## src/sv/vaps_pkg.sv

```systemverilog
`timescale 1ns / 1ps
// shared types and constants for the priority voice allocator
// no dependencies

package vaps_pkg;

  localparam int unsigned SLOTS_DEF = 16;
  localparam int unsigned POS_W = 7;
  localparam int unsigned REM_W = 40;
  localparam int unsigned NUM_W = 41;

  typedef enum logic [1:0] {
    CmdPlay    = 2'd0,
    CmdStop    = 2'd1,
    CmdStopAll = 2'd2,
    CmdAdvance = 2'd3
  } command_e;

  typedef enum logic [2:0] {
    EvStarted  = 3'd0,
    EvRejFull  = 3'd1,
    EvRejInval = 3'd2,
    EvEvicted  = 3'd3,
    EvFinished = 3'd4,
    EvStopped  = 3'd5,
    EvNotFound = 3'd6
  } event_kind_e;

  typedef enum logic [1:0] {
    CellNop    = 2'd0,
    CellRemove = 2'd1,
    CellWrite  = 2'd2,
    CellSub    = 2'd3
  } cell_op_e;

  typedef struct packed {
    logic             valid;
    logic             fin;
    logic [31:0]      handle;
    logic [15:0]      sample;
    logic [7:0]       prio;
    logic [REM_W-1:0] rem;
  } voice_t;

  typedef struct packed {
    cell_op_e         op;
    logic [POS_W-1:0] pos;
    voice_t           newv;
    logic [31:0]      elapsed;
  } cell_cmd_t;

endpackage

```

## src/sv/vaps_div.sv

```systemverilog
`timescale 1ns / 1ps
// restoring divider, one quotient bit per cycle: ceil(dur * 256 / pitch)
// depends on vaps_pkg

module vaps_div import vaps_pkg::*; (
  input  logic             clk_i,
  input  logic             rst_ni,
  input  logic             start_i,
  input  logic [31:0]      dur_i,
  input  logic [15:0]      pitch_i,
  output logic             busy_o,
  output logic [REM_W-1:0] quo_o
);

  logic [15:0]      rem_q;
  logic [NUM_W-1:0] quo_q;
  logic [15:0]      den_q;
  logic [5:0]       cnt_q;
  logic             busy_q;
  logic [16:0]      trial;
  logic             qbit;

  always_comb begin
    trial = {rem_q, quo_q[NUM_W-1]};
    qbit  = trial >= {1'b0, den_q};
  end

  always_ff @(posedge clk_i or negedge rst_ni) begin
    if (!rst_ni) begin
      busy_q <= 1'b0;
      cnt_q  <= '0;
    end else if (start_i) begin
      busy_q <= 1'b1;
      cnt_q  <= '0;
    end else if (busy_q) begin
      cnt_q <= cnt_q + 6'd1;
      if (cnt_q == 6'(NUM_W - 1)) busy_q <= 1'b0;
    end
  end

  always_ff @(posedge clk_i) begin
    if (start_i) begin
      rem_q <= '0;
      den_q <= pitch_i;
      quo_q <= NUM_W'({dur_i, 8'h00}) + NUM_W'(pitch_i) - NUM_W'(1);
    end else if (busy_q) begin
      rem_q <= qbit ? 16'(trial - {1'b0, den_q}) : trial[15:0];
      quo_q <= {quo_q[NUM_W-2:0], qbit};
    end
  end

  assign busy_o = busy_q;
  assign quo_o  = quo_q[REM_W-1:0];

endmodule

```

## config.mk

```make
export PLATFORM = sky130hd
export DESIGN_NAME = vaps_div
export DESIGN_NICKNAME = d
export VERILOG_FILES = /design/src/sv/vaps_pkg.sv /design/src/sv/vaps_div.sv
export SDC_FILE = /design/constraint.sdc
export NUM_CORES = 1
export LEC_CHECK = 0
export ABC_AREA = 0
export ABC_CLOCK_PERIOD_IN_PS = 3220
export BUFFER_PORTS_ARGS = -buffer_cell sky130_fd_sc_hd__buf_2
export CAP_MARGIN = 30
export CORE_AREA = 2 2 188 98
export CTS_BUF_LIST = sky130_fd_sc_hd__clkbuf_2
export DETAILED_ROUTE_END_ITERATION = 8
export DIE_AREA = 0 0 190 100
export PLACE_DENSITY = 0.59
export SLEW_MARGIN = 25
export SYNTH_ARGS = -nofsm -noshare
export SYNTH_HDL_FRONTEND = slang
export SYNTH_SLANG_ARGS = --single-unit
```

## constraint.sdc

```tcl
create_clock -name clk_i -period 3.22 [get_ports clk_i]
set_clock_uncertainty 0.15 [all_clocks]
set_input_delay 0 -clock clk_i [delete_from_list [all_inputs] [get_ports clk_i]]
set_output_delay 0 -clock clk_i [all_outputs]
set_load 0.05 [all_outputs]
```

==> impl_results.md, run 1 <==
- Max VDD drop: 382 uV
- GRT overflow: 0
- Final GP Congestion: 0.876
- Hold WC Path Type: in -> reg
- Layout cells sized above 1: 19.3%
- Sum Neg Setup Slack: 0 ns
- WL met3: 1340 um
- Total Nets Final: 972
- Hold path startpoint: dur_i[9]
- Avg WL per Cell: 16.2 um
- Worst reg2reg path endpoint: rem_q[11]
- Area share of the largest cell type after synthesis: 25.0%
- Die area: 19000 um2
- Core Rows: 35
- Post-synth EDFFs: 57
- Clock Tree Root: clkbuf_2
- Worst path depth: 14
- RSZ-0062 raised after global routing: no
- YS warnings: 0
- Relative slew margins: between 60% and 70%
- Clock Latency Late Sink: slightly below 0.6 ns
- Crit-path cells: dlygate4sd3_1, buf_2, inv_1, ha_1, inv_1, ha_1, nand3_1, a211o_1, a21oi_1, o21bai_2, o211ai_2, a31oi_2, o2111a_1, a221o_1
- Largest net degree at the start of global routing: 78
- Top cells by area, synth: edfxtp_1 25%, ha_1 12%, inv_1 4.9%, dfxtp_1 4.7%, mux2_2 4.6%
- Prevailing post-synth register cell: edfxtp_1
- Worst setup SP type: primary input
- Detail Route Antenna Nets: 0
- R2R setup slack: 0.25 ns
- Critical path class: in -> reg
- DRT iter0 DRCs: 494
- 1st-pass router iterations: 5
- Die width: 190 um
- Syn_nets: between 800 and 900
- Worst EP required: 3.46 ns
- Synth Instances: ~750
- Via count: 5654
- Uppermost layer routed: met4
- Vias in the first global route: 5127
- R2r startpoint: den_q[1]
- Number of antenna violations at the first check in global routing: 0
- Setup Viol. Count Final: 0
- Clk sinks: 80
- Core area: 17600 um2
- Cell Pwr Density: 586 nW/um2
- I/O pin cnt: 92
- DRC errors left: 0
- Yosys cell types: 72
- Post-Route WL: 17800 um
- Clk slew on worst S/H paths: 0.28 ns
- CP max FO: 5
- DRT met1 WL: 10100 um
- Largest buffer count on any clock path: 2
- Die height: 100 um
- Hold depth: 4
- Initial Utilization: approximately two fifths
- Fmax: 0.329 GHz
- Area Growth Syn to Fin: 16.3%
- Total track usage: around a fifth
- Yosys reg bits: 80
- CTS tree: yes
- Synth area leader: edfxtp_1
- Fin. max-slew vios: 0
- Max incr delay on CP: 0.52 ns
- Ant diodes: 0
- Worst slew pin tran: 0.585 ns
- CP max stage cell: dlygate4sd3_1
- Reg2Reg Depth: 10
- Drt via density: between 5 and 6
- Post-layout min period: 3.04 ns
- DP Wirelength: between 10000 and 15000 um
- Metal2 WL: approximately 6300 um
- Arrival time worst endpoint: approximately 3.3 ns
- Final Hold Fails: 0
- Inserted Clock Buffers: 9
- Synth Area per Inst: 9.10 um2
- Mapped Area: approximately 6800 um2
- Post-synth ARST share: 8.75%
- Post-route clock period utilization: 94.3%
- P_leak: 3.70 nW
- IO Port Bufs: 91
- Status: complete, no violations
- Max Cap Viol: 0
- Worst path bufs/invs: 4
- Endpoint, Worst Hold: quo_q[18]
- Register area share after synthesis: between 30 and 40%
- Critical path capture point type: flip-flop
- CTS H-Tree Depth: 3
- Critical path's top delay family: compound AO/OA/AOI/OAI gates
- First-pass GRT wire length: 27900 um
- Core Util, Final: 45.1%
==> worst register-to-register path: stages, from the launching register on <==
cell and delay, ns:
edfxtp_1 0.49, inv_1 0.09, ha_1 0.23, nor2b_1 0.15, o211a_1 0.20, o21ai_0 0.38, a21oi_1 0.27, a221oi_1 0.49
xnor2_1 0.17, mux2i_1 0.09, a211oi_1 0.21
==> worst max-delay path by stage <==
stage,start,end
floorplan,pitch_i[1],quo_q[35]
global placement,pitch_i[0],quo_q[35]
detailed placement,pitch_i[0],quo_q[35]
CTS,pitch_i[0],quo_q[35]
global route,pitch_i[9],quo_q[29]
finish,pitch_i[12],quo_q[40]
==> power by group <==
| part | switching, mW | internal [mW] |
|---|---|---|
| combinational | 1.54 | 0.989 |
| sequential | 0.167 | 1.39 |
| clock | 0.400 | 0.181 |
| total | 2.11 | 2.56 |
==> cells in the mapped netlist (3+ instances only) <==
library cell   n
buf_4         41
a31o_2         3
dfrtp_1        7
and3_1         6
a211o_1        3
clkbuf_1      18
a221oi_1       3
o21a_1         5
a21oi_1       55
nand4_1       10
dfxtp_1       16
a31oi_1        5
edfxtp_1      57
xnor2_1       33
and2_1         4
nand3_1       11
nand2_1       39
a21o_1        27
ha_1          66
or3_1          7
buf_1          3
o21bai_1       6
nor3_1        11
mux2i_1       11
o41ai_1        3
o21ai_0       27
a211oi_1      15
mux2_2        28
nand2b_1       7
a311oi_1       4
o211ai_1       7
nor2b_1       10
inv_1         90
o31ai_1        4
xor2_1        12
nor2_1        43
or2_2          5
==> layout make-up <==
cell class,count,area [um2]
Sequential cell,80,2210
Inverter,90,338
Timing Repair Buffer,154,1080
Fill cell,1741,9690
Tap cell,240,300
Clock buffer,9,45.0
Multi-Input combinational cell,518,3920
Clock inverter,7,71.3
==> per-stage QoR <==
step	hold WS, ns	std cells	setup WS [ns]	area [um2]	power (mW)
3_3_place_gp	-0.303	1029	0.0541	7290	4.00
5_1_grt	0.0335	1098	0.0614	7960	4.96
6_report	0.0868	1098	0.185	7960	4.67
4_1_cts	0.00526	1097	0.171	7920	4.65
2_1_floorplan	-0.446	752	0.475	6840	3.63
3_5_place_dp	-0.303	1029	0.0205	7290	4.00
==> state kept, by name, summed over array words and instances (netlist names) <==
name    count
quo_q      41
busy_o      1
den_q      16
cnt_q       6
rem_q      16
==> what timing repair did <==
action / 4_1_cts / 5_1_grt
buffers inserted: 0 / 0
endpoints found under the setup margin: 0 / 6
gates resized for setup: 0 / 7
hold buffers: 52 / 1
hold endpoints to repair: 92 / 1
==> layer usage <==
layer | GRT usage (%) | up-vias
li1 | - | 2862
met1 | 32.3 | 2572
met2 | 23.0 | 207
met3 | 3.67 | 13
met4 | 2.56 | 0
met5 | 0 | -
==> logic make-up (layout without fill, tap and decap cells) <==
kind of cell,count (synthesis),count (layout),share of synthesized area [%]
AO/OA/AOI/OAI,197,197,19.8
AND/OR/NAND/NOR,169,169,12.5
buffers and inverters,154,260,10.8
flip-flops,80,80,32.3
adder cells (fa/ha/maj),68,68,12.7
XOR/XNOR,45,45,5.76
multiplexers,39,39,6.22
==> cells in the final DEF (no fill, tap or decap), drive strengths merged, types with 9 or more instances in the layout <==
cell type    count
nand2           39
dfxtp           16
dlygate4sd3     53
buf            101
ha              66
nor2            45
inv             91
nor2b           10
o211ai           9
o21ai           27
mux2            28
a21o            27
edfxtp          57
nand3           11
clkbuf           9
nor3            11
xnor2           33
mux2i           11
nand4           10
a21oi           55
xor2            12
a211oi          16
Power figures use the tool's default switching activity.
==> run 2, diff against run 1 <==
REMOVE_ABC_BUFFERS = 1   (was unset)
==> impl_results.md, run 2 (same netlist as run 1, synthesis figures left out) <==
- Post-layout min period: 3.06 ns (+0.0211 ns)
- Inserted Clock Buffers: 9 (unchanged)
- Fmax: 0.327 GHz (-0.69%)
- Core Rows: 35 (unchanged)
- Hold path startpoint: pitch_i[0]
- Initial Utilization: 38.8% (unchanged)
- Post-Route WL: 17600 um (-0.82%)
- Drt via density: 5.16 (+0.24%)
- Cell Pwr Density: 605 nW/um2 (+3.1%)
- Avg WL per Cell: 16.0 um (-0.91%)
- R2r startpoint: den_q[1]
- Max VDD drop: 388 uV (+1.5%)
- Layout cells sized above 1: 19.4% (+0.094 points)
- CP max FO: 5 (unchanged)
- Worst reg2reg path endpoint: rem_q[1]
- CTS tree: yes
- I/O pin cnt: 92 (unchanged)
- Relative slew margins: 49.6% (-11 points)
- Critical path capture point type: flip-flop
- Ant diodes: 0 (unchanged)
- DP Wirelength: 13400 um (about the same)
- Worst hold slack: 0.0443 ns (-0.0425 ns)
- Arrival time worst endpoint: 3.26 ns (-0.02 ns)
- Post-route cell area: 7990 um2 (+0.31%)
- Vias in the first global route: 5307 (+3.5%)
- DRC errors left: 0 (unchanged)
- IO Port Bufs: 91 (unchanged)
- Hold depth: 2 (-2)
- Post-route clock period utilization: 94.9% (+0.66 points)
- Commonest non-fill, non-tap cells in the layout: 90 x inv_1, 90 x buf_2, 66 x ha_1, 57 x edfxtp_1, 54 x a21oi_1
- DRT iter0 DRCs: 465 (-5.9%)
- Die width: 190 um (unchanged)
- Clk slew on worst S/H paths: 0.23 ns (-0.05 ns)
- Core area: 17600 um2 (unchanged)
- Status: complete, no violations
- Max incr delay on CP: 0.53 ns (about the same)
- Die height: 100 um (unchanged)
- CTS H-Tree Depth: 3 (unchanged)
- Largest net degree at the start of global routing: 42 (-46%)
- Biggest regs: quo_q (41), den_q (16), rem_q (16)
- Endpoint, Worst Hold: den_q[0]
- FF/Latch Area: 2210 um2 (unchanged)
- Power Total: 4.83 mW (+3.4%)
- GRT overflow: 0 (unchanged)
- First-pass GRT wire length: 28900 um (+3.8%)
- Worst EP required: 3.42 ns (-0.04 ns)
- Worst slew pin tran: 0.737 ns (+0.152 ns)
- Crit-path cells: dlygate4sd3_1, buf_2, ha_1, fa_1, a211oi_2, nor3_1, or2_1, a21o_1, a2111oi_1, buf_4, nor2_1, xnor2_1, mux2_2
- Reg2Reg Depth: 11 (+1)
- Max reg flops: 41 (unchanged)
- Total track usage: 19.4% (+0.70 points)
- Number of antenna violations at the first check in global routing: 0 (unchanged)
- Final Hold Fails: 0 (unchanged)
- Setup Viol. Count Final: 0 (unchanged)
- Clk sinks: 80 (unchanged)
- Worst setup SP type: primary input
- Via count: 5673 (+0.34%)
- Final GP Congestion: 0.866 (-1.1%)
- Largest buffer count on any clock path: 2 (unchanged)
- DP Area: 7280 um2 (about the same)
- Max Cap Viol: 0 (unchanged)
- P_leak: 3.72 nW (+0.48%)
- Hold WC Path Type: in -> reg
- Area of the multi-input gates: 3910 um2 (-0.35%)
- Core Util, Final: 45.3% (+0.14 points)
- Detail Route Antenna Nets: 0 (unchanged)
- R2R setup slack: 0.22 ns (-0.03 ns)
- Total Nets Final: 973 (+0.10%)
- 1st-pass router iterations: 5 (unchanged)
- Fin. max-slew vios: 0 (unchanged)
- Die area: 19000 um2 (unchanged)
- Largest Register: quo_q
- Critical path class: in -> reg
- CP max stage cell: dlygate4sd3_1
- Area Growth Syn to Fin: 16.7%
- Filler instances: 1742 (+0.057%)
- Clock Latency Late Sink: 0.57 ns (about the same)
- Clock Tree Root: clkbuf_2
==> run 2: cell types whose count changed in the layout (fill, tap and decap cells not counted), sizes merged <==
cell	change
buf	+1
bufinv	+2
clkbuf	+2
clkinv	-3
clkinvlp	-1
==> run 2: worst max path at each step <==
stage,slack (ns),endpoint,from,cells past startpoint
2_1_floorplan,0.23,rem_q[1],den_q[1],10
3_3_place_gp,0.07,quo_q[35],pitch_i[0],12
3_5_place_dp,-0.02,quo_q[35],pitch_i[0],12
4_1_cts,0.06,quo_q[35],pitch_i[0],13
5_1_grt,-0.01,quo_q[40],pitch_i[7],11
6_report,0.16,quo_q[35],pitch_i[0],13
==> run 2: stage by stage <==
step / setup TNS, ns / std cells / setup slack (ns)
after floorplan: 0 / 688 / 0.235
after detailed placement: -0.0154 / 1030 / -0.0154
after CTS: 0 / 1098 / 0.0614
after global routing: -0.0101 / 1099 / -0.0101
final: 0 / 1099 / 0.164
after global placement: 0 / 1030 / 0.0736
==> run 2: final cells by class <==
cell class | instances | area share, %
Timing Repair Buffer | 155 | 13.4
Tap cell | 240 | 3.76
Multi-Input combinational cell | 518 | 49.0
Clock buffer | 11 | 0.689
Clock inverter | 5 | 1.32
Inverter | 90 | 4.23
Sequential cell | 80 | 27.6
==> run 2: power breakdown <==
part           switching [mW]  total (mW)  leakage [nW]  internal (mW)
logic                    1.53        2.52          2.81          0.990
clock network           0.404       0.747        0.0967          0.343
registers               0.171        1.56         0.811           1.39
==> run 2: per-layer routing <==
layer | global-route usage [%] | vias up | share of wire (%)
met4 | 3.58 | 0 | 1.0
met1 | 33.3 | 2602 | 59
li1 | - | 2879 | -
met2 | 23.8 | 175 | 34
met3 | 3.67 | 17 | 5.9
met5 | 0 | - | 0
==> run 2: worst max-delay path: cells and delay by family <==
family	cells	cell delay, ns
adders and majority gates	2	0.70
and+or+nand+nor	3	0.40
muxes	1	0.25
buffers and inverters	3	0.86
xor gates and xnor gates	1	0.13
AOI/OAI and AO/OA	3	0.91
==> run 2: what timing repair did <==
item | 4_1_cts | 5_1_grt
resized for setup | 0 | 4
hold buffers | 52 | 1
hold endpoints to repair | 86 | 1
buffers inserted | 0 | 0
setup endpoints to repair | 0 | 4
