[config.mk]
export PLATFORM = sky130hd
export DESIGN_NAME = vaps_cell
export DESIGN_NICKNAME = d
export VERILOG_FILES = /design/src/sv/vaps_pkg.sv /design/src/sv/vaps_cell.sv
export SDC_FILE = /design/constraint.sdc
export NUM_CORES = 1
export LEC_CHECK = 0
export ABC_AREA = 1
export BUFFER_PORTS_ARGS = -buffer_cell sky130_fd_sc_hd__buf_2
export CAP_MARGIN = 20
export CORE_ASPECT_RATIO = 0.9
export CORE_UTILIZATION = 31
export DETAILED_ROUTE_END_ITERATION = 6
export PLACE_DENSITY = 0.53
export SLEW_MARGIN = 20
export SYNTH_ARGS = -nofsm -noshare
export SYNTH_HDL_FRONTEND = slang
export SYNTH_SLANG_ARGS = --single-unit
[constraint.sdc]
create_clock -name clk_i -period 4.05 [get_ports clk_i]
set_input_delay 0.6075 -clock clk_i [delete_from_list [all_inputs] [get_ports clk_i]]
set_output_delay 0.6075 -clock clk_i [all_outputs]
set_load 0.1 [all_outputs]
[src/sv/vaps_pkg.sv]
`timescale 1ns / 1ps
// shared types and constants for the priority voice allocator
// no dependencies

package vaps_pkg;

  localparam int unsigned SLOTS_DEF = 16;
  localparam int unsigned POS_W = 7;
  localparam int unsigned REM_W = 40;
  localparam int unsigned NUM_W = 41;

  typedef enum logic [1:0] {
    CmdPlay    = 2'd0,
    CmdStop    = 2'd1,
    CmdStopAll = 2'd2,
    CmdAdvance = 2'd3
  } command_e;

  typedef enum logic [2:0] {
    EvStarted  = 3'd0,
    EvRejFull  = 3'd1,
    EvRejInval = 3'd2,
    EvEvicted  = 3'd3,
    EvFinished = 3'd4,
    EvStopped  = 3'd5,
    EvNotFound = 3'd6
  } event_kind_e;

  typedef enum logic [1:0] {
    CellNop    = 2'd0,
    CellRemove = 2'd1,
    CellWrite  = 2'd2,
    CellSub    = 2'd3
  } cell_op_e;

  typedef struct packed {
    logic             valid;
    logic             fin;
    logic [31:0]      handle;
    logic [15:0]      sample;
    logic [7:0]       prio;
    logic [REM_W-1:0] rem;
  } voice_t;

  typedef struct packed {
    cell_op_e         op;
    logic [POS_W-1:0] pos;
    voice_t           newv;
    logic [31:0]      elapsed;
  } cell_cmd_t;

endpackage

[src/sv/vaps_cell.sv]
`timescale 1ns / 1ps
// one voice cell of the chain: holds a voice, shifts from its upper neighbour
// depends on vaps_pkg

module vaps_cell import vaps_pkg::*; #(
  parameter int unsigned IDX = 0
) (
  input  logic      clk_i,
  input  logic      rst_ni,
  input  cell_cmd_t cmd_i,
  input  voice_t    nb_i,
  output voice_t    voice_o
);

  voice_t v_q;

  always_ff @(posedge clk_i or negedge rst_ni) begin
    if (!rst_ni) begin
      v_q <= '0;
    end else begin
      case (cmd_i.op)
        CellRemove: begin
          if (POS_W'(IDX) >= cmd_i.pos) v_q <= nb_i;
        end
        CellWrite: begin
          if (POS_W'(IDX) == cmd_i.pos) v_q <= cmd_i.newv;
        end
        CellSub: begin
          if (v_q.valid) begin
            if (v_q.rem > {8'h00, cmd_i.elapsed}) begin
              v_q.rem <= v_q.rem - {8'h00, cmd_i.elapsed};
            end else begin
              v_q.fin <= 1'b1;
            end
          end
        end
        default: ;
      endcase
    end
  end

  assign voice_o = v_q;

endmodule

==> flow_results.xml, run 1 <==
<?xml version="1.0" encoding="UTF-8"?>
<metrics>
  <group name="status">
    <metric name="result_of_the_run" unit="">complete, no violations</metric>
  </group>
  <group name="yosys">
    <metric name="synth-seq-area-share" unit="%">31.4</metric>
    <metric name="synth-warning-count" unit="">0</metric>
    <metric name="ys_ff_latch" unit="">98</metric>
    <metric name="syn-num-nets" unit="">1524</metric>
    <metric name="ys_types" unit="">42</metric>
    <metric name="yosys.area.top_type" unit="">dfrtp_1</metric>
    <metric name="synthesis.area" unit="µm²">7810</metric>
    <metric name="synthesis.instances" unit="">1249</metric>
    <metric name="yosys.area.top_type_share" unit="%">31.4</metric>
    <metric name="post_synth.cell_area_avg" unit="µm²">6.25</metric>
    <metric name="synth_top_cells_by_area" unit="">dfrtp_1, nand2_1, inv_1, nor2_1, ha_1</metric>
  </group>
  <group name="route">
    <metric name="wl_per_cell" unit="µm">15.8</metric>
    <metric name="drt_wl_total" unit="µm">30100</metric>
    <metric name="detailroute.via_count" unit="">8804</metric>
    <metric name="vias_per_cell" unit="">4.64</metric>
    <metric name="drtAntennaViolNets" unit="">0</metric>
    <metric name="route.detailed.drc" unit="">0</metric>
    <metric name="drt_pass1_iterations" unit="">5</metric>
    <metric name="first_iteration_detailed_routing_drc_count" unit="">517</metric>
  </group>
  <group name="grt">
    <metric name="antenna_violations_before_repair" unit="">2</metric>
    <metric name="grt_pass1_vias" unit="">8335</metric>
    <metric name="grt_overflow" unit="">0</metric>
    <metric name="global_route_wire_length_before_repair" unit="µm">46700</metric>
    <metric name="total_global_routing_track_utilization" unit="%">23.5</metric>
    <metric name="grt_max_degree" unit="">72</metric>
  </group>
  <group name="power">
    <metric name="ir_worst_vdd" unit="mV">0.354</metric>
    <metric name="power.net_switching" unit="mW">3.89</metric>
    <metric name="internal_power" unit="mW">2.51</metric>
    <metric name="p_comb_share" unit="%">63.3</metric>
    <metric name="power.share.clock" unit="%">14.5</metric>
    <metric name="finalPower" unit="mW">6.40</metric>
    <metric name="power-per-cell-area" unit="nW/µm²">635</metric>
    <metric name="power.static_leakage" unit="nW">5.68</metric>
    <metric name="swShare" unit="%">60.8</metric>
    <metric name="share_seq_of_total_power" unit="%">22.2</metric>
  </group>
  <group name="worst_setup_path">
    <metric name="cp-start-kind" unit="">flop</metric>
    <metric name="r2r_start" unit="">voice_o[0]</metric>
    <metric name="critical_path.reg2reg.endpoint" unit="">voice_o[39]</metric>
    <metric name="r2r_setup_slack" unit="ns">1.02</metric>
    <metric name="reg2regPathDepth" unit="">18</metric>
    <metric name="cp_data_required_time" unit="ns">4.31</metric>
    <metric name="type_of_the_worst_setup_path" unit="">reg2reg</metric>
    <metric name="critPathLaunch" unit="">voice_o[0]</metric>
    <metric name="timing.critical_path.to" unit="">voice_o[39]</metric>
    <metric name="cp-end-kind" unit="">flop</metric>
    <metric name="critical_path.max_fanout" unit="">41</metric>
    <metric name="worstPathArrival" unit="ns">3.29</metric>
  </group>
  <group name="finish">
    <metric name="post_route_core_utilization" unit="%">41.2</metric>
    <metric name="largest_register_ff_count" unit="">98</metric>
    <metric name="n_fill_cell" unit="">2768</metric>
    <metric name="most-common-layout-cells" unit="">nand2_1, buf_2, inv_1, nor2_1, dfrtp_1</metric>
    <metric name="num-nets-final" unit="">1832</metric>
    <metric name="final_layout_size_suffix_gt1_share" unit="%">25.0</metric>
    <metric name="finish.cell_count_without_fillers" unit="">1899</metric>
    <metric name="layout.cells.most_common" unit="">nand2_1</metric>
    <metric name="finish.instance_area" unit="µm²">10100</metric>
    <metric name="flow.area_growth_from_synthesis" unit="%">29.2</metric>
  </group>
  <group name="sta">
    <metric name="min_period_over_period" unit="%">74.8</metric>
    <metric name="final_max_slew_viol_count" unit="">0</metric>
    <metric name="finalWorstPathRequiredPeriod" unit="ns">3.03</metric>
    <metric name="skew" unit="ns">0.0142</metric>
    <metric name="setup_tns" unit="ns">0</metric>
    <metric name="worst_pin_slew" unit="ns">0.762</metric>
    <metric name="rsz_0062_raised_after_global_routing" unit="">false</metric>
    <metric name="achievable-frequency" unit="MHz">330</metric>
    <metric name="final.setup.worst_slack" unit="ns">1.02</metric>
    <metric name="slew_headroom" unit="%">49.2</metric>
    <metric name="finalHoldViolCount" unit="">0</metric>
    <metric name="setup-violations-final" unit="">0</metric>
    <metric name="hold-worst-slack" unit="ns">0.196</metric>
  </group>
  <group name="clock_tree">
    <metric name="htree_num_levels" unit="">3</metric>
    <metric name="clock_tree.root_cell" unit="">clkbuf_16</metric>
    <metric name="postCtsHoldBufs" unit="">0</metric>
    <metric name="cts_num_sinks" unit="">98</metric>
    <metric name="clk_path_buf_depth" unit="">2</metric>
    <metric name="cts-buffers-inserted" unit="">9</metric>
    <metric name="post_cts.repair.setup_buffers" unit="">0</metric>
    <metric name="cts_tree" unit="">done</metric>
    <metric name="postCtsResizedCells" unit="">0</metric>
    <metric name="clkTransAtPathRegs" unit="ns">0.09</metric>
    <metric name="clk_latency" unit="ns">0.37</metric>
  </group>
  <group name="place">
    <metric name="dpl_ws" unit="ns">0.806</metric>
    <metric name="placement.io_buffers" unit="">336</metric>
    <metric name="place_congestion" unit="">0.916</metric>
    <metric name="post_dp_cell_area" unit="µm²">9780</metric>
    <metric name="dpl.hpwl" unit="µm">24100</metric>
    <metric name="post_placement_cell_count" unit="">1882</metric>
  </group>
  <group name="die">
    <metric name="boundaryPins" unit="">337</metric>
    <metric name="die_w" unit="µm">169</metric>
    <metric name="dieHeight" unit="µm">153</metric>
    <metric name="floorplan.die_area" unit="µm²">25800</metric>
    <metric name="placementRows" unit="">54</metric>
    <metric name="core" unit="µm²">24500</metric>
    <metric name="effective_utilization_at_floorplan" unit="%">31.9</metric>
  </group>
  <group name="min_path">
    <metric name="min_path_type" unit="">in2async</metric>
  </group>
  <group name="job">
    <metric name="drv.max_cap_violation_count" unit="">0</metric>
  </group>
</metrics>
[kinds of logic (layout without fill, tap and decap cells)]
kind of cell	count (synthesis)	count (layout)	share of synthesized area (%)
compound gates	176	176	13.6
xor+xnor	6	6	0.673
fa+ha+maj	36	36	5.87
buf+inv	203	516	10.5
flops	98	98	31.4
other cells	0	1	0
simple gates	730	730	38.0
[area by class of cell]
cell class | count | area, µm² | share of cell area (%)
diodes | 1 | 2.50 | 0.0248
flip-flops and latches | 98 | 2450 | 24.3
clock buffers | 9 | 225 | 2.23
multi-input cells | 948 | 4560 | 45.2
clock inverters | 7 | 81.3 | 0.806
inverters | 157 | 594 | 5.89
repair buffers | 343 | 1750 | 17.3
well taps | 336 | 420 | 4.17
[worst max-delay path: stages (launching register included)]
cell     delay [ns]
dfrtp_1        0.41
inv_1          0.08
ha_1           0.16
inv_1          0.08
fa_1           0.42
nand2_1        0.10
nand2_1        0.10
nand3_2        0.09
nand2_2        0.07
nand2_1        0.08
nand2_2        0.10
nand2_2        0.09
nand2_2        0.06
nand2_2        0.09
nand2_4        0.09
nand2_4        0.41
inv_6          0.23
nor2_1         0.15
nor2_1         0.06
[power groups by stage]
stage	Combinational (mW)	Clock (mW)	Sequential [mW]
2_1_floorplan	1.37	0	3.21
3_5_place_dp	4.06	0	1.43
6_report	4.05	0.930	1.42
4_1_cts	4.07	0.951	1.42
3_3_place_gp	4.05	0	1.43
5_1_grt	4.35	0.991	1.46
[worst min path at each step]
| stage | from | to | slack (ns) | cells after the start |
|---|---|---|---|---|
| detailed placement | voice_o[96] | voice_o[96] | 0.46 | 2 |
| floorplan | rst_ni | voice_o[0] | 0.31 | 0 |
| finish | rst_ni | voice_o[20] | 0.20 | 1 |
| global placement | voice_o[96] | voice_o[96] | 0.46 | 2 |
| CTS | rst_ni | voice_o[20] | 0.21 | 1 |
| global route | rst_ni | voice_o[20] | 0.23 | 1 |
[cells in the mapped netlist (all sizes together)]
cell type and count:
and2 2, inv 157, and3 1, nand4 5, xnor2 6, or2 7
a21oi 54, ha 35, a31oi 57, o21bai 2, a22oi 27, buf 19
a21boi 1, nor3 10, nand3 62, o31ai 1, nor4 4, nor2 129
a22o 6, nand3b 4, nand2 506, o21ai 28, clkbuf 27, fa 1
dfrtp 98
[metal layers]
metal | wire (µm) | vias to the layer above | GRT usage (%) | part of all wire, %
li1 | - | 4591 | - | -
met1 | 13700 | 3930 | 31.2 | 45
met2 | 14000 | 258 | 38.7 | 47
met3 | 1920 | 23 | 5.30 | 6.4
met4 | 474 | 2 | 4.93 | 1.6
met5 | 10 | - | 0 | 0.033
Power figures use the tool's default switching activity.
==> run 2: changes to the inputs <==
--- a/config.mk
+++ b/config.mk
@@ -11,7 +11,7 @@
 export CORE_ASPECT_RATIO = 0.9
 export CORE_UTILIZATION = 31
 export DETAILED_ROUTE_END_ITERATION = 6
-export PLACE_DENSITY = 0.53
+export PLACE_DENSITY = 0.55
 export SLEW_MARGIN = 20
 export SYNTH_ARGS = -nofsm -noshare
 export SYNTH_HDL_FRONTEND = slang
==> constraint.sdc (replaced) <==
create_clock -name clk_i -period 2.7 [get_ports clk_i]
set_input_delay 0.405 -clock clk_i [delete_from_list [all_inputs] [get_ports clk_i]]
set_output_delay 0.405 -clock clk_i [all_outputs]
set_load 0.1 [all_outputs]
==> flow_results.xml, run 2 (same netlist as run 1, synthesis figures left out) <==
<?xml version="1.0" encoding="UTF-8"?>
<metrics>
  <group name="status">
    <metric name="result_of_the_run" unit="">complete, no violations</metric>
  </group>
  <group name="die">
    <metric name="die_w" unit="µm">169</metric>
    <metric name="effective_utilization_at_floorplan" unit="%">31.9</metric>
    <metric name="dieHeight" unit="µm">153</metric>
    <metric name="core" unit="µm²">24500</metric>
    <metric name="floorplan.die_area" unit="µm²">25800</metric>
    <metric name="placementRows" unit="">54</metric>
    <metric name="boundaryPins" unit="">337</metric>
  </group>
  <group name="grt">
    <metric name="total_global_routing_track_utilization" unit="%">23.1</metric>
    <metric name="grt_max_degree" unit="">115</metric>
    <metric name="grt_pass1_vias" unit="">8585</metric>
    <metric name="antenna_violations_before_repair" unit="">4</metric>
    <metric name="grt_overflow" unit="">0</metric>
    <metric name="global_route_wire_length_before_repair" unit="µm">46200</metric>
  </group>
  <group name="clock_tree">
    <metric name="cts-buffers-inserted" unit="">9</metric>
    <metric name="htree_num_levels" unit="">3</metric>
    <metric name="cts_tree" unit="">done</metric>
    <metric name="clk_path_buf_depth" unit="">2</metric>
    <metric name="cts_num_sinks" unit="">98</metric>
    <metric name="clock_tree.root_cell" unit="">clkbuf_16</metric>
    <metric name="clk_latency" unit="ns">0.37</metric>
    <metric name="clkTransAtPathRegs" unit="ns">0.08</metric>
    <metric name="post_cts.repair.setup_buffers" unit="">0</metric>
  </group>
  <group name="worst_setup_path">
    <metric name="critical_path.slowest_cell" unit="">dfrtp_2</metric>
    <metric name="worstPathBufferInverterCount" unit="">3</metric>
    <metric name="r2r_start" unit="">voice_o[0]</metric>
    <metric name="worstPathArrival" unit="ns">2.73</metric>
    <metric name="reg2regPathDepth" unit="">18</metric>
    <metric name="critical_path.max_fanout" unit="">20</metric>
    <metric name="critical-path-top-delay-family" unit="">simple AND/OR/NAND/NOR gates</metric>
    <metric name="timing.critical_path.slowest_cell_delay" unit="ns">0.41</metric>
    <metric name="number_of_cells_on_the_critical_path" unit="">18</metric>
    <metric name="type_of_the_worst_setup_path" unit="">reg2reg</metric>
    <metric name="r2r_setup_slack" unit="ns">0.26</metric>
    <metric name="most_common_cell_type_on_the_critical_path" unit="">nand2_2</metric>
    <metric name="critical_path.reg2reg.endpoint" unit="">voice_o[38]</metric>
    <metric name="cp-start-kind" unit="">flop</metric>
    <metric name="crit_path_cell_trace" unit="">inv_1 &gt; ha_1 &gt; inv_1 &gt; fa_2 &gt; nand2_1 &gt; nand2_1 &gt; nand3_2 &gt; nand2_2 &gt; nand2_1 &gt; nand2_2 &gt; nand2_2 &gt; nand2_2 &gt; nand2_2 &gt; nand2_4 &gt; nand2_8 &gt; buf_12 &gt; nor2_1 &gt; a21oi_1</metric>
    <metric name="cp-end-kind" unit="">flop</metric>
    <metric name="cp_data_required_time" unit="ns">2.99</metric>
  </group>
  <group name="route">
    <metric name="route.detailed.drc" unit="">0</metric>
    <metric name="drt_pass1_iterations" unit="">5</metric>
    <metric name="drtAntennaViolNets" unit="">0</metric>
    <metric name="wl_per_cell" unit="µm">15.5</metric>
    <metric name="detailroute.via_count" unit="">8920</metric>
    <metric name="drt_wl_total" unit="µm">29600</metric>
    <metric name="vias_per_cell" unit="">4.67</metric>
    <metric name="first_iteration_detailed_routing_drc_count" unit="">463</metric>
  </group>
  <group name="sta">
    <metric name="hold-worst-slack" unit="ns">0.0480</metric>
    <metric name="finalWorstPathRequiredPeriod" unit="ns">2.44</metric>
    <metric name="slew_headroom" unit="%">54.3</metric>
    <metric name="finalHoldViolCount" unit="">0</metric>
    <metric name="final_max_slew_viol_count" unit="">0</metric>
    <metric name="rsz_0062_raised_after_global_routing" unit="">false</metric>
    <metric name="setup_tns" unit="ns">0</metric>
    <metric name="skew" unit="ns">0.0111</metric>
    <metric name="setup-violations-final" unit="">0</metric>
    <metric name="min_period_over_period" unit="%">90.5</metric>
    <metric name="final.setup.worst_slack" unit="ns">0.257</metric>
    <metric name="achievable-frequency" unit="MHz">409</metric>
    <metric name="worst_pin_slew" unit="ns">0.686</metric>
  </group>
  <group name="power">
    <metric name="ir_worst_vdd" unit="mV">0.623</metric>
    <metric name="power.static_leakage" unit="nW">5.78</metric>
    <metric name="power-per-cell-area" unit="nW/µm²">949</metric>
  </group>
  <group name="place">
    <metric name="placement.io_buffers" unit="">336</metric>
    <metric name="dpl.hpwl" unit="µm">24200</metric>
    <metric name="dpl_ws" unit="ns">0.112</metric>
    <metric name="post_placement_cell_count" unit="">1893</metric>
    <metric name="place_congestion" unit="">0.913</metric>
  </group>
  <group name="finish">
    <metric name="layout.cells.most_common" unit="">nand2_1</metric>
    <metric name="num-nets-final" unit="">1843</metric>
    <metric name="flow.area_growth_from_synthesis" unit="%">31.6</metric>
    <metric name="post_route_core_utilization" unit="%">42.0</metric>
    <metric name="most-common-layout-cells" unit="">nand2_1, buf_2, inv_1, nor2_1, dfrtp_1</metric>
    <metric name="final_layout_size_suffix_gt1_share" unit="%">25.7</metric>
    <metric name="largest_register_ff_count" unit="">98</metric>
    <metric name="finish.cell_count_without_fillers" unit="">1911</metric>
  </group>
  <group name="min_path">
    <metric name="min_path_type" unit="">in2async</metric>
  </group>
  <group name="job">
    <metric name="drv.max_cap_violation_count" unit="">0</metric>
  </group>
</metrics>
==> run 2: cell count changes in the layout (fill, tap and decap cells not counted), sizes merged <==
cell    before  now
bufinv       0    1
buf        343  354
clkinv       5    4
diode        1    2
==> run 2: how the worst max path moves through the flow <==
stage | to | slack (ns) | from
floorplan | voice_o[10] | 0.03 | voice_o[6]
global placement | voice_o[12] | 0.15 | cmd_i[31]
detailed placement | voice_o[12] | 0.11 | cmd_i[0]
CTS | voice_o[36] | 0.17 | voice_o[0]
global route | voice_o[33] | 0.006 | voice_o[0]
finish | voice_o[38] | 0.26 | voice_o[0]
==> run 2: layout make-up <==
cell class,count,area [µm²]
Antenna cell,2,5.00
Multi-Input combinational cell,948,4570
Clock inverter,7,108
Clock buffer,9,225
Sequential cell,98,2450
Tap cell,336,420
Timing Repair Buffer,354,1890
Inverter,157,597
Fill cell,2788,14200
==> run 2: metal layers <==
layer | vias up | share of wire [%] | global-route usage [%]
li1 | 4616 | - | -
met1 | 3990 | 44 | 29.2
met2 | 274 | 48 | 40.3
met3 | 36 | 5.5 | 3.95
met4 | 4 | 2.1 | 6.22
met5 | - | 0.078 | 0
==> run 2: per-stage QoR <==
step | instance area, µm² | power, mW
finish | 10300 | 9.75
global route | 10300 | 10.3
CTS | 10300 | 9.80
detailed placement | 9920 | 8.30
global placement | 9920 | 8.27
floorplan | 7810 | 6.87
==> run 2: report_power, final <==
group	switching, mW	internal, mW
logic	4.84	1.31
clock network	0.724	0.757
registers	0.289	1.83
total	5.85	3.90
==> run 2: repair_timing <==
action	in CTS	in global routing
hold buffers	0	0
setup endpoints to repair	0	40
resized for setup	0	3
